**config.mk**
```make
export PLATFORM = sky130hd
export DESIGN_NAME = spi_slave_buffered_transfer_core
export DESIGN_NICKNAME = d
export VERILOG_FILES = /design/src/spisbt_pkg.sv /design/src/spi_slave_buffered_transfer_core.sv /design/src/spisbt_ram.sv /design/src/spisbt_engine.sv
export SDC_FILE = /design/constraint.sdc
export NUM_CORES = 1
export LEC_CHECK = 0
export BUFFER_PORTS_ARGS = -buffer_cell sky130_fd_sc_hd__buf_2
export CORE_MARGIN = 3
export CORE_UTILIZATION = 55
export CTS_BUF_LIST = sky130_fd_sc_hd__clkbuf_2 sky130_fd_sc_hd__clkbuf_4 sky130_fd_sc_hd__clkbuf_8
export CTS_CLUSTER_DIAMETER = 120
export DETAILED_ROUTE_END_ITERATION = 6
export MAX_ROUTING_LAYER = met4
export PLACE_DENSITY_LB_ADDON = 0.3
export SLEW_MARGIN = 10
export SYNTH_ARGS = -nofsm -noshare
export SYNTH_HDL_FRONTEND = slang
export SYNTH_HIERARCHICAL = 1
export SYNTH_SLANG_ARGS = --single-unit
export TNS_END_PERCENT = 30
```
**constraint.sdc**
```tcl
create_clock -name clk -period 5.8 [get_ports clk]
set_input_delay 1.16 -clock clk [delete_from_list [all_inputs] [get_ports clk]]
set_output_delay 1.16 -clock clk [all_outputs]
set_load 0.02 [all_outputs]
```
**src/spisbt_pkg.sv**
```systemverilog
`timescale 1ns / 1ps
// ----------------------------------------------------------------------------
// SPI slave buffered transfer package
// Field widths, the command codes and the transaction structures shared by
// the core, its datapath engine and its checker.
// ----------------------------------------------------------------------------
package spisbt_pkg;

	localparam int CMD_W             = 3;
	localparam int IDX_W             = 6;
	localparam int BYTE_W            = 8;
	localparam int COUNT_W           = 7;
	localparam int DEFAULT_BUF_DEPTH = 64;

	typedef enum logic [CMD_W-1:0] {
		CMD_CS_FALL      = 3'd0,
		CMD_CS_RISE      = 3'd1,
		CMD_SCK_SAMPLE   = 3'd2,
		CMD_SCK_SHIFT    = 3'd3,
		CMD_WRITE_TX     = 3'd4,
		CMD_SET_TX_COUNT = 3'd5,
		CMD_READ_RX      = 3'd6
	} cmd_t;

	typedef struct packed {
		logic [CMD_W-1:0]  cmd;
		logic              mosi_bit;
		logic [IDX_W-1:0]  index;
		logic [BYTE_W-1:0] data;
	} item_t;

	typedef struct packed {
		logic               miso;
		logic [BYTE_W-1:0]  read_data;
		logic [COUNT_W-1:0] rx_count;
		logic               rx_done;
		logic               tx_done;
	} result_t;

endpackage

```
**src/spi_slave_buffered_transfer_core.sv**
```systemverilog
`timescale 1ns / 1ps
// ----------------------------------------------------------------------------
// SPI slave buffered transfer core
// Event-driven SPI slave with receive and transmit byte stores. Every
// request transaction is one pin edge or one software access, and every one
// returns exactly one response transaction with the line and status levels.
// ----------------------------------------------------------------------------
//
//  Channel | Handshake               | Payload
//  --------+-------------------------+--------------------------------------------
//  request | req_valid / req_stall   | cmd, mosi_bit, index, data
//  response| rsp_valid / rsp_stall   | miso, read_data, rx_count, rx_done, tx_done
//
// A request transaction is taken into the input register, worked on there and
// its response is registered in the output register, so one transaction is
// accepted in every cycle unless a stalled response holds both registers.
// This rests on the transfer state being updated as each transaction is worked
// on and on the registered reads of the two byte stores.
// Reset clears the transfer state, the valid flags and the engine's copy of
// transmit entry zero; the byte stores themselves need no clearing pass.
// A stalled response holds the output register and the input register, and
// the request side sees req_stall only while both are occupied.
//
module spi_slave_buffered_transfer_core #(
	parameter int BUF_DEPTH = spisbt_pkg::DEFAULT_BUF_DEPTH
) (
	input  logic                              clk,
	input  logic                              arst_n,
	input  logic                              req_valid,
	output logic                              req_stall,
	input  logic [spisbt_pkg::CMD_W-1:0]      cmd,
	input  logic                              mosi_bit,
	input  logic [spisbt_pkg::IDX_W-1:0]      index,
	input  logic [spisbt_pkg::BYTE_W-1:0]     data,
	output logic                              rsp_valid,
	input  logic                              rsp_stall,
	output logic                              miso,
	output logic [spisbt_pkg::BYTE_W-1:0]     read_data,
	output logic [spisbt_pkg::COUNT_W-1:0]    rx_count,
	output logic                              rx_done,
	output logic                              tx_done
);

	import spisbt_pkg::*;

	localparam int AW = $clog2(BUF_DEPTH);

	// Input register and handshake.
	logic    valid_s1;
	item_t   item_s1;
	logic    advance;
	logic    proc;
	logic    load;

	// Output register.
	logic    rsp_valid_q;
	result_t result_q;
	result_t result;

	// Store ports.
	logic                rx_wr_en, tx_wr_en;
	logic [AW-1:0]       rx_wr_addr, tx_wr_addr;
	logic [BYTE_W-1:0]   rx_wr_data, tx_wr_data;
	logic [AW-1:0]       rx_rd_addr, tx_fetch_addr;
	logic [BYTE_W-1:0]   rx_ram_data, tx_ram_data;
	logic [BYTE_W-1:0]   rx_rdata, tx_fetch;
	logic                tx_rd_en;
	logic [IDX_W+AW-1:0] idx_ext;

	// Bypass of a store write made at the same edge as the read that follows it.
	logic                rx_byp_q, tx_byp_q;
	logic [BYTE_W-1:0]   rx_byp_data_q, tx_byp_data_q;

	// The output register frees up when it is empty or its response is taken.
	assign advance   = !rsp_valid_q || !rsp_stall;
	assign proc      = valid_s1 && advance;
	assign req_stall = valid_s1 && !advance;
	assign load      = req_valid && !req_stall;

	always_ff @(posedge clk or negedge arst_n) begin
		if (!arst_n) begin
			valid_s1 <= 1'b0;
		end else if (!req_stall) begin
			valid_s1 <= req_valid;
		end
	end

	always_ff @(posedge clk) begin
		if (load) begin
			item_s1 <= '{cmd: cmd, mosi_bit: mosi_bit, index: index, data: data};
		end
	end

	// The receive store is read as the transaction enters the input register,
	// so the byte is ready when a read command is worked on there.
	assign idx_ext    = (IDX_W+AW)'(index);
	assign rx_rd_addr = idx_ext[AW-1:0];

	spisbt_ram #(
		.WIDTH (BYTE_W),
		.DEPTH (BUF_DEPTH)
	) u_rx_ram (
		.clk     (clk),
		.wr_en   (rx_wr_en),
		.wr_addr (rx_wr_addr),
		.wr_data (rx_wr_data),
		.rd_en   (load),
		.rd_addr (rx_rd_addr),
		.rd_data (rx_ram_data)
	);

	// The transmit store is always prefetching the byte after the current
	// position, so that a completed receive byte can load it at once. The
	// read follows the position whenever the input register is not held.
	assign tx_rd_en = !req_stall;

	spisbt_ram #(
		.WIDTH (BYTE_W),
		.DEPTH (BUF_DEPTH)
	) u_tx_ram (
		.clk     (clk),
		.wr_en   (tx_wr_en),
		.wr_addr (tx_wr_addr),
		.wr_data (tx_wr_data),
		.rd_en   (tx_rd_en),
		.rd_addr (tx_fetch_addr),
		.rd_data (tx_ram_data)
	);

	always_ff @(posedge clk or negedge arst_n) begin
		if (!arst_n) begin
			rx_byp_q <= 1'b0;
			tx_byp_q <= 1'b0;
		end else begin
			if (load) begin
				rx_byp_q <= rx_wr_en && (rx_wr_addr == rx_rd_addr);
			end
			if (tx_rd_en) begin
				tx_byp_q <= tx_wr_en && (tx_wr_addr == tx_fetch_addr);
			end
		end
	end

	always_ff @(posedge clk) begin
		if (load) begin
			rx_byp_data_q <= rx_wr_data;
		end
		if (tx_rd_en) begin
			tx_byp_data_q <= tx_wr_data;
		end
	end

	assign rx_rdata = rx_byp_q ? rx_byp_data_q : rx_ram_data;
	assign tx_fetch = tx_byp_q ? tx_byp_data_q : tx_ram_data;

	spisbt_engine #(
		.BUF_DEPTH (BUF_DEPTH)
	) u_engine (
		.clk           (clk),
		.arst_n        (arst_n),
		.proc          (proc),
		.item          (item_s1),
		.rx_rdata      (rx_rdata),
		.tx_fetch      (tx_fetch),
		.result        (result),
		.rx_wr_en      (rx_wr_en),
		.rx_wr_addr    (rx_wr_addr),
		.rx_wr_data    (rx_wr_data),
		.tx_wr_en      (tx_wr_en),
		.tx_wr_addr    (tx_wr_addr),
		.tx_wr_data    (tx_wr_data),
		.tx_fetch_addr (tx_fetch_addr)
	);

	// Response register: filled when a transaction is worked on, emptied when taken.
	always_ff @(posedge clk or negedge arst_n) begin
		if (!arst_n) begin
			rsp_valid_q <= 1'b0;
		end else if (advance) begin
			rsp_valid_q <= valid_s1;
		end
	end

	always_ff @(posedge clk) begin
		if (proc) begin
			result_q <= result;
		end
	end

	assign rsp_valid = rsp_valid_q;
	assign miso      = result_q.miso;
	assign read_data = result_q.read_data;
	assign rx_count  = result_q.rx_count;
	assign rx_done   = result_q.rx_done;
	assign tx_done   = result_q.tx_done;

endmodule

```
**src/spisbt_ram.sv**
```systemverilog
`timescale 1ns / 1ps
// ----------------------------------------------------------------------------
// Generic single-port-write RAM
// One write port and one read port with a registered, enabled read.
// ----------------------------------------------------------------------------
module spisbt_ram #(
	parameter int WIDTH = 8,
	parameter int DEPTH = 64
) (
	input  logic                     clk,
	input  logic                     wr_en,
	input  logic [$clog2(DEPTH)-1:0] wr_addr,
	input  logic [WIDTH-1:0]         wr_data,
	input  logic                     rd_en,
	input  logic [$clog2(DEPTH)-1:0] rd_addr,
	output logic [WIDTH-1:0]         rd_data
);

	logic [WIDTH-1:0] mem [DEPTH];

	always_ff @(posedge clk) begin
		if (wr_en) begin
			mem[wr_addr] <= wr_data;
		end
		if (rd_en) begin
			rd_data <= mem[rd_addr];
		end
	end

endmodule

```
**src/spisbt_engine.sv**
```systemverilog
`timescale 1ns / 1ps
// ----------------------------------------------------------------------------
// SPI slave transfer engine
// Holds the shift registers, counters and flags of a transfer and works out
// the next state and the result for the transaction in the input register.
// ----------------------------------------------------------------------------
module spisbt_engine #(
	parameter int BUF_DEPTH = spisbt_pkg::DEFAULT_BUF_DEPTH
) (
	input  logic                             clk,
	input  logic                             arst_n,
	input  logic                             proc,
	input  spisbt_pkg::item_t                item,
	input  logic [spisbt_pkg::BYTE_W-1:0]    rx_rdata,
	input  logic [spisbt_pkg::BYTE_W-1:0]    tx_fetch,
	output spisbt_pkg::result_t              result,
	output logic                             rx_wr_en,
	output logic [$clog2(BUF_DEPTH)-1:0]     rx_wr_addr,
	output logic [spisbt_pkg::BYTE_W-1:0]    rx_wr_data,
	output logic                             tx_wr_en,
	output logic [$clog2(BUF_DEPTH)-1:0]     tx_wr_addr,
	output logic [spisbt_pkg::BYTE_W-1:0]    tx_wr_data,
	output logic [$clog2(BUF_DEPTH)-1:0]     tx_fetch_addr
);

	import spisbt_pkg::*;

	localparam int AW = $clog2(BUF_DEPTH);
	localparam int CW = $clog2(BUF_DEPTH + 1);

	logic [BYTE_W-1:0] rx_shift_q, rx_shift_d;
	logic [2:0]        rx_bits_q, rx_bits_d;
	logic [CW-1:0]     rx_bytes_q, rx_bytes_d;
	logic              rx_fin_q, rx_fin_d;
	logic [BYTE_W-1:0] tx_shift_q, tx_shift_d;
	logic [AW-1:0]     tx_pos_q, tx_pos_d;
	logic [BYTE_W-1:0] tx_rem_q, tx_rem_d;
	logic              tx_fin_q, tx_fin_d;
	logic              pend_q, pend_d;
	logic              miso_q, miso_d;
	logic [BYTE_W-1:0] tx0_q, tx0_d;

	logic [IDX_W+AW-1:0] idx_ext;
	logic                idx_ok;
	logic [CW-1:0]       bytes_inc;
	logic [BYTE_W-1:0]   shift_in;
	logic [CW+6:0]       count_ext;
	logic [BYTE_W-1:0]   read_val;

	assign idx_ext   = (IDX_W+AW)'(item.index);
	assign idx_ok    = idx_ext < (IDX_W+AW)'(BUF_DEPTH);
	assign bytes_inc = rx_bytes_q + CW'(1);
	assign shift_in  = {rx_shift_q[BYTE_W-2:0], item.mosi_bit};

	always_comb begin
		rx_shift_d = rx_shift_q;
		rx_bits_d  = rx_bits_q;
		rx_bytes_d = rx_bytes_q;
		rx_fin_d   = rx_fin_q;
		tx_shift_d = tx_shift_q;
		tx_pos_d   = tx_pos_q;
		tx_rem_d   = tx_rem_q;
		tx_fin_d   = tx_fin_q;
		pend_d     = pend_q;
		miso_d     = miso_q;
		tx0_d      = tx0_q;
		rx_wr_en   = 1'b0;
		tx_wr_en   = 1'b0;
		read_val   = '0;
		if (proc) begin
			case (cmd_t'(item.cmd))
				CMD_CS_FALL: begin
					rx_shift_d = '0;
					rx_bits_d  = '0;
					rx_bytes_d = '0;
					rx_fin_d   = 1'b0;
					tx_pos_d   = '0;
					tx_fin_d   = (tx_rem_q == '0);
					pend_d     = 1'b0;
					miso_d     = tx0_q[BYTE_W-1];
					tx_shift_d = {tx0_q[BYTE_W-2:0], 1'b0};
				end
				CMD_CS_RISE: begin
					rx_fin_d = 1'b1;
				end
				CMD_SCK_SAMPLE: begin
					if (!rx_fin_q) begin
						if (rx_bits_q == 3'd7) begin
							rx_bits_d  = '0;
							rx_shift_d = '0;
							rx_wr_en   = rx_bytes_q < CW'(BUF_DEPTH);
							rx_bytes_d = bytes_inc;
							rx_fin_d   = (bytes_inc >= CW'(BUF_DEPTH));
							if (rx_fin_d || tx_rem_q == '0) begin
								tx_fin_d = 1'b1;
							end
							if (!tx_fin_d) begin
								tx_rem_d   = tx_rem_q - 8'd1;
								tx_pos_d   = tx_fetch_addr_of(tx_pos_q);
								tx_shift_d = tx_fetch;
							end
						end else begin
							rx_bits_d  = rx_bits_q + 3'd1;
							rx_shift_d = shift_in;
						end
						if (!rx_fin_d) begin
							pend_d = 1'b1;
						end
					end
				end
				CMD_SCK_SHIFT: begin
					if (pend_q) begin
						miso_d     = tx_shift_q[BYTE_W-1];
						tx_shift_d = {tx_shift_q[BYTE_W-2:0], 1'b0};
						pend_d     = 1'b0;
					end
				end
				CMD_WRITE_TX: begin
					tx_wr_en = idx_ok;
					if (idx_ok && idx_ext == '0) begin
						tx0_d = item.data;
					end
				end
				CMD_SET_TX_COUNT: begin
					tx_rem_d = item.data;
				end
				CMD_READ_RX: begin
					if (idx_ok) begin
						read_val = rx_rdata;
					end
				end
				default: begin
				end
			endcase
		end
	end

	// Position of the transmit byte that follows a given one, held at the last entry.
	function automatic logic [AW-1:0] tx_fetch_addr_of(input logic [AW-1:0] pos);
		tx_fetch_addr_of = (pos == AW'(BUF_DEPTH - 1)) ? pos : pos + AW'(1);
	endfunction

	assign rx_wr_addr    = rx_bytes_q[AW-1:0];
	assign rx_wr_data    = shift_in;
	assign tx_wr_addr    = idx_ext[AW-1:0];
	assign tx_wr_data    = item.data;
	assign tx_fetch_addr = tx_fetch_addr_of(tx_pos_d);

	assign count_ext        = (CW+7)'(rx_bytes_d);
	assign result.miso      = miso_d;
	assign result.read_data = read_val;
	assign result.rx_count  = count_ext[COUNT_W-1:0];
	assign result.rx_done   = rx_fin_d;
	assign result.tx_done   = tx_fin_d;

	always_ff @(posedge clk or negedge arst_n) begin
		if (!arst_n) begin
			rx_shift_q <= '0;
			rx_bits_q  <= '0;
			rx_bytes_q <= '0;
			rx_fin_q   <= 1'b0;
			tx_shift_q <= '0;
			tx_pos_q   <= '0;
			tx_rem_q   <= '0;
			tx_fin_q   <= 1'b0;
			pend_q     <= 1'b0;
			miso_q     <= 1'b0;
			tx0_q      <= '0;
		end else begin
			rx_shift_q <= rx_shift_d;
			rx_bits_q  <= rx_bits_d;
			rx_bytes_q <= rx_bytes_d;
			rx_fin_q   <= rx_fin_d;
			tx_shift_q <= tx_shift_d;
			tx_pos_q   <= tx_pos_d;
			tx_rem_q   <= tx_rem_d;
			tx_fin_q   <= tx_fin_d;
			pend_q     <= pend_d;
			miso_q     <= miso_d;
			tx0_q      <= tx0_d;
		end
	end

endmodule

```
* After elaboration in Yosys (flattened, before gate mapping) *
Memory sizes are Yosys's and may differ from the RTL's. A register that Yosys moved wholly into a read port is not among the register bits.
Cells that the tools add are included.

word-level totals
  memories = 2
  bits in writable memories = 1,024
  logic and storage cells = 139
  input bits = 22
  output and inout port bits = 20
  bits in registers = 107

memory list
  name          depth  bits a word  rd ports  clocked after Yosys merged registers in  wr ports  RTL line          text
  u_rx_ram.mem  64     8            1         1                                        1         spisbt_ram.sv:19  logic [WIDTH-1:0] mem [DEPTH];
  u_tx_ram.mem  64     8            1         1                                        1         spisbt_ram.sv:19

operators by class
  muxes and demuxes = 60
  reduce and logical (&&, ||, !) cells = 27
  $lt $le $gt $ge = 3
  equality and inequality tests = 16
  add/sub/neg operators = 5

operator list
  operator                                                              number
  8-bit 2-to-1 mux                                                      9
  6-bit 2-to-1 mux                                                      6
  7-bit 2-to-1 mux                                                      5
  1-bit 2-to-1 mux                                                      28
  7-bit one-hot mux with 2 select lines                                 2
  8-bit one-hot mux with 3 select lines                                 1
  8-bit one-hot mux with 2 select lines                                 1
  6-bit by 1-bit adder with 6-bit output, second input constant         2
  3-bit == test, second input constant                                  4
  6-bit == test                                                         2
  6-bit == test, second input constant                                  2
  12-bit zero test                                                      1
  6-bit one-hot mux with 2 select lines                                 1
  8-bit zero test                                                       1
  8-bit by 1-bit subtractor with 8-bit output, second input constant    1
  7-bit by 1-bit adder with 7-bit output, second input constant         1
  7-bit greater-or-equal comparator, second input constant              1
  6-bit by 7-bit < comparator with 1-bit output, second input constant  1
  7-bit < comparator, second input constant                             1
  3-bit by 2-bit == test with 1-bit output, second input constant       2
  1-bit logical AND                                                     6
  3-bit 2-to-1 mux                                                      2
  2-bit != test, second input constant                                  3
  1-bit one-hot mux with 2 select lines                                 3
  other kinds (16)                                                      25

* Depth between registers and ports, before layout *
  depth after elaboration = 17
  depth in mapped cells = 20
  gate-level depth less buffers = 16

* Cells and area by module *
Netlist, hierarchy kept.

modules (own cells, without submodules)
  module                            sequential area each (um^2)  cells an instance  area an instance (um^2)  instances
  spisbt_ram                        15,615.0                     940                20,246.9                 2
  spisbt_engine                     1,276.2                      337                3,125.5                  1
  spi_slave_buffered_transfer_core  1,661.6                      101                2,058.2                  1

* Worst setup path before layout *
OpenSTA, ideal clock, no wires.

  path type = input -> register
  from = in rsp_stall
  to = reg u_tx_ram.rd_data[3] (read register of u_tx_ram.mem) (data pin)
  arrival time = 6.203 ns
  path buffers = 3
  library setup time = 0.278 ns
  required time = 5.522 ns
  stages on the path = 14
  setup slack = -0.681 ns
  cell sequence = a21boi_0 -> nand2b_1 -> buf_6 -> or3_4 -> or4_4 -> a21oi_4 -> nand4_2 -> xor2_1 -> buf_6 -> buf_4 -> mux4_2 -> mux4_2 -> o21ai_1 -> o41ai_1

on the way
  word-level cells in the longest chain between the ends = 6
  elaborated cells on any way between the ends = 10
  classes of those cells = add/sub (1); eq/ne (1); mux (2); reduce/logical (6)

RTL lines
  what                      RTL line                                text
  start, declared           spi_slave_buffered_transfer_core.sv:36  input logic rsp_stall,
  1-bit zero test           spi_slave_buffered_transfer_core.sv:75  assign advance = !rsp_valid_q || !rsp_stall;
  1-bit logical OR          spi_slave_buffered_transfer_core.sv:75
  1-bit logical AND         spi_slave_buffered_transfer_core.sv:76  assign proc = valid_s1 && advance;
  6-bit 2-to-1 mux          spisbt_engine.sv:70                     if (proc) begin
  via u_engine.tx_pos_d[3]  spisbt_engine.sv:36                     logic [AW-1:0] tx_pos_q, tx_pos_d;
  6-bit == test             spisbt_engine.sv:140                    tx_fetch_addr_of = (pos == AW'(BUF_DEPTH - 1)) ? pos : pos + AW'(1);
  6-bit 2-to-1 mux          spisbt_engine.sv:140
  via tx_fetch_addr[0]      spi_slave_buffered_transfer_core.sv:64  logic [AW-1:0] rx_rd_addr, tx_fetch_addr;
  end, declared             spisbt_ram.sv:16                        output logic [WIDTH-1:0] rd_data

The timed path passes the listed nets, and every way through them passes these cells.
A chain may end at the register's enable or synchronous reset.

* Worst setup path after layout *
  from = reg u_engine.tx_rem_q[0]
  to = reg u_tx_ram.rd_data[3] (read register of u_tx_ram.mem) (data pin)

on the way
  word-level cells in the longest chain between the ends = 14
  elaborated cells on any way between the ends = 15
  classes of those cells = add/sub (1); eq/ne (1); mux (11); reduce/logical (2)

RTL lines
  what                                   RTL line                                text
  start, declared                        spisbt_engine.sv:37                     logic [BYTE_W-1:0] tx_rem_q, tx_rem_d;
  start signal, assigned                 spisbt_engine.sv:176                    tx_rem_q <= tx_rem_d;
  8-bit zero test                        spisbt_engine.sv:94                     if (rx_fin_d || tx_rem_q == '0) begin
  1-bit logical OR                       spisbt_engine.sv:94
  1-bit 2-to-1 mux                       spisbt_engine.sv:94
  1-bit 2-to-1 mux                       spisbt_engine.sv:88                     if (rx_bits_q == 3'd7) begin
  1-bit 2-to-1 mux                       spisbt_engine.sv:87                     if (!rx_fin_q) begin
  1-bit 2-to-1 mux                       spisbt_engine.sv:71                     case (cmd_t'(item.cmd))
  1-bit 2-to-1 mux                       spisbt_engine.sv:70
  6-bit 2-to-1 mux                       spisbt_engine.sv:97                     if (!tx_fin_d) begin
  6-bit 2-to-1 mux                       spisbt_engine.sv:88
  6-bit 2-to-1 mux                       spisbt_engine.sv:87
  6-bit one-hot mux with 2 select lines  spisbt_engine.sv:71
  6-bit 2-to-1 mux                       spisbt_engine.sv:70
  via u_engine.tx_pos_d[1]               spisbt_engine.sv:36
  6-bit == test                          spisbt_engine.sv:140
  6-bit 2-to-1 mux                       spisbt_engine.sv:140
  via tx_fetch_addr[0]                   spi_slave_buffered_transfer_core.sv:64

The timed path passes the listed nets, and every way through them passes these cells. The select of a mux whose other input is x is not followed.

==> metrics.log <==
INFO  metric clock_tree.buffer_depth = 3
INFO  metric cpPeakStageDelay = 0.61 ns
INFO  metric die_width = 294.2 um
INFO  metric setup.worst_path.class = flop to flop
INFO  metric cts_hold_buffers = 0
INFO  metric synth-seq-area-share = 0.7480
INFO  metric port_buffers = 41
INFO  metric crit_path_cell_trace = inv_1 -> ha_1 -> or4b_4 -> o22a_1 -> nand2_2 -> nor2_1 -> o21ai_0 -> ha_1 -> nand4_2 -> xor2_4 -> buf_12 -> buf_12 -> mux4_2 -> nor2b_1 -> a2111oi_0 -> buf_4 -> o41ai_1
INFO  metric detailroute.via_count = between 20k and 25k
INFO  metric firstDrtPassIters = 6
INFO  metric multi_input_area = 10650 sq um
INFO  metric regArea = 34180 sq um
INFO  metric all_layer_gr_usage = 0.2433
INFO  metric cts_sinks = around 1.1k
INFO  metric initial_utilization = 0.5554
INFO  metric netlist_area = 45680 sq um
INFO  metric setup-violations-final = 0
INFO  metric vias_per_cell = 6.320
INFO  metric p_leak = 0.01622 uW
INFO  metric totalWireLength = 99.82 mm
INFO  metric postRouteAntennaNets = 0
INFO  metric worstMarginPinSlew = 1.104 ns
INFO  metric layout_worst_path_cycle_share = 0.9132
INFO  metric maxCapViolCount = 0
INFO  metric grt_pass1_wl = 151.0 mm
INFO  metric max_clock_freq = between 0.15 and 0.2 GHz
INFO  metric postSynthNetCount = 2346
INFO  metric relative_area_change_from_synthesis_to_final_layout = 10.34%
INFO  metric finish.utilization = 0.6129
INFO  metric number_of_antenna_violations_at_the_first_check_in_global_routing = 3
INFO  metric io_pins = 42
INFO  metric cp_top_family = compound AO/OA/AOI/OAI gates
INFO  metric count_of_fill_cells_added_during_filler_insertion = 5653
INFO  metric holdWs = 0.4956 ns
INFO  metric grt_setup_unrepaired = no
INFO  metric finalMaxSlewViolations = 0
INFO  metric die_h = slightly below 300 um
INFO  metric finalWeightedCongestion = 0.8659
INFO  metric synth_ff_type = sky130_fd_sc_hd__edfxtp_1
INFO  metric placedInstanceArea = about 47000 sq um
INFO  metric timing.critical_path.to_type = flop
INFO  metric die_area = 86540 sq um
INFO  metric min_path_type = input pin to async pin
INFO  metric remaining_drc_errors = 0
INFO  metric yosysTopAreaCellShare = 0.7179
INFO  metric cts_tree = built
INFO  metric vias_in_the_first_global_route = around 24k
INFO  metric path_max_fanout = 34
INFO  metric critical_path_buf_inv_count = 4
INFO  metric outcome = completed
INFO  metric cts_setup_buffers = 0
INFO  metric power.density = 317.1 nW/um^2
INFO  metric most_common_library_cell_in_the_layout_ignoring_fill_and_taps = sky130_fd_sc_hd__edfxtp_1
INFO  metric cts-buffers-inserted = 173
INFO  metric clock_tree.htree_level_count = 4
INFO  metric synthDominantAreaCellType = sky130_fd_sc_hd__edfxtp_1
INFO  metric drt_iter0_markers = roughly 2.5k
INFO  metric finalHoldViolCount = 0
INFO  metric hpwl_after_dpl = 60.72 mm
INFO  metric yosysUniqueCellTypes = 72
INFO  metric timing.critical_path.slowest_stage_cell = sky130_fd_sc_hd__a2111oi_0
INFO  metric layout-drive-gt1-share = 0.2748
INFO  metric power.total = about 16000 uW
INFO  metric synth.avg_cell_area = 19.71 sq um
INFO  metric timing.reg2reg.setup_slack = roughly 0.5 ns
INFO  metric yosys_register_bits = 1147
INFO  metric ir_drop = between 0.0002 and 0.0003 V
INFO  metric remaining_global_route_overflow = 0
INFO  metric fin_nets = roughly 2.5k
INFO  metric grt_max_degree = 69
INFO  metric maxSlewHeadroom = 0.2580
INFO  metric ys_top_cells_by_area = sky130_fd_sc_hd__edfxtp_1 (72%), sky130_fd_sc_hd__mux4_2 (12%), sky130_fd_sc_hd__dfrtp_1 (3.0%)
INFO  metric finClkSkew = 0.03332 ns
INFO  metric finalCriticalPeriod = approximately 5.3 ns
INFO  metric layout_top_registers = u_rx_ram/mem (512), u_tx_ram/mem (512), item_s1 (18)
INFO  metric most-common-layout-cells = sky130_fd_sc_hd__edfxtp_1 (1092), sky130_fd_sc_hd__mux4_2 (252), sky130_fd_sc_hd__nor2_1 (192)
INFO  metric worst-endpoint-arrival = 5.83 ns
INFO  metric design.core.area = 82240 sq um
INFO  metric setup-tns-final = 0 ns
INFO  metric synth_enable_flop_cells = about 1.1k
INFO  metric post_cts.resized_instances = 0
INFO  metric startpoint_type = flop
INFO  metric reg_clk_slew_reported_paths = 0.06 ns
INFO  metric clockRootBuffer = sky130_fd_sc_hd__clkbuf_8
INFO  metric yosys_warnings = 6
INFO  metric syn_inst = around 2.3k
INFO  metric row_count = 105
INFO  metric drt-wirelength-per-cell = 27.15 um
INFO  metric design_area = 50400 sq um
INFO  metric cp_data_required_time = ~6.3 ns
INFO  metric synth-async-reset-ratio = 0.04795
INFO  metric clkLatencyLatePin = 0.81 ns
worst paths after layout:
check / startpoint / cells after the start / endpoint
min: arst_n / 2 / u_engine/tx_rem_q[6]
min reg2reg: u_engine/rx_bits_q[1] / 2 / u_engine/rx_bits_q[1]
max in group asynchronous: arst_n / 2 / u_engine/rx_shift_q[4]
max reg2reg: u_engine/tx_rem_q[0] / 17 / u_tx_ram/rd_data[3]
min in group clk: u_engine/rx_bits_q[1] / 2 / u_engine/rx_bits_q[1]
max: u_engine/tx_rem_q[0] / 17 / u_tx_ram/rd_data[3]
Yosys cell counts (22+ instances only):
library cell,count
sky130_fd_sc_hd__mux2i_1,55
sky130_fd_sc_hd__nor2_1,192
sky130_fd_sc_hd__mux4_2,252
sky130_fd_sc_hd__nor2b_1,31
sky130_fd_sc_hd__nor3_1,22
sky130_fd_sc_hd__o21ai_0,32
sky130_fd_sc_hd__mux2_2,58
sky130_fd_sc_hd__nand2_1,69
sky130_fd_sc_hd__nand3_1,37
sky130_fd_sc_hd__a21oi_1,28
sky130_fd_sc_hd__clkbuf_1,42
sky130_fd_sc_hd__buf_2,25
sky130_fd_sc_hd__buf_4,50
sky130_fd_sc_hd__dfrtp_1,55
sky130_fd_sc_hd__edfxtp_1,1092
per-layer routing:
layer  track usage  routed length [um]  vias to the layer above
met1        0.3345               40590                    12160
li1              -                   -                     9794
met3       0.04091                6955                      206
met2        0.3739               49210                     1075
met5             -                   0                        -
met4       0.08776                3068                        0
final cells by class:
cell class / instances / area share
antenna: 4 / 0.0001986
clock buffer: 220 / 0.05499
clock inverter: 85 / 0.01015
inverter: 11 / 0.0008192
multi-input combinational: 1022 / 0.2113
sequential: 1147 / 0.6781
tap: 1070 / 0.02656
timing repair buffer: 117 / 0.01790
power breakdown:
part / switching (uW) / internal [uW] / leakage (uW) / total [uW]
combinational: 343 / 162 / 0.00375 / 505
sequential: 55.1 / 9120 / 0.0108 / 9170
clock: 3000 / 3310 / 0.00171 / 6300
metrics by stage:
stage                     worst slack (ns)  cells
final                               0.5036   3676
after CTS                           0.4702   3672
after global placement              0.1641   3367
after global routing                0.1511   3675
after detailed placement            0.1300   3367
after floorplan                     0.2853   2318
logic make-up after synthesis:
family,Yosys count,synth area share
XOR/XNOR,17,0.003260
AO/OA/AOI/OAI,196,0.03087
buffers and inverters,149,0.01994
flip-flops,1147,0.7480
AND/OR/NAND/NOR,436,0.04509
multiplexers,367,0.1512
adder cells (fa/ha/maj),6,0.001643
Power figures use the tool's default switching activity.
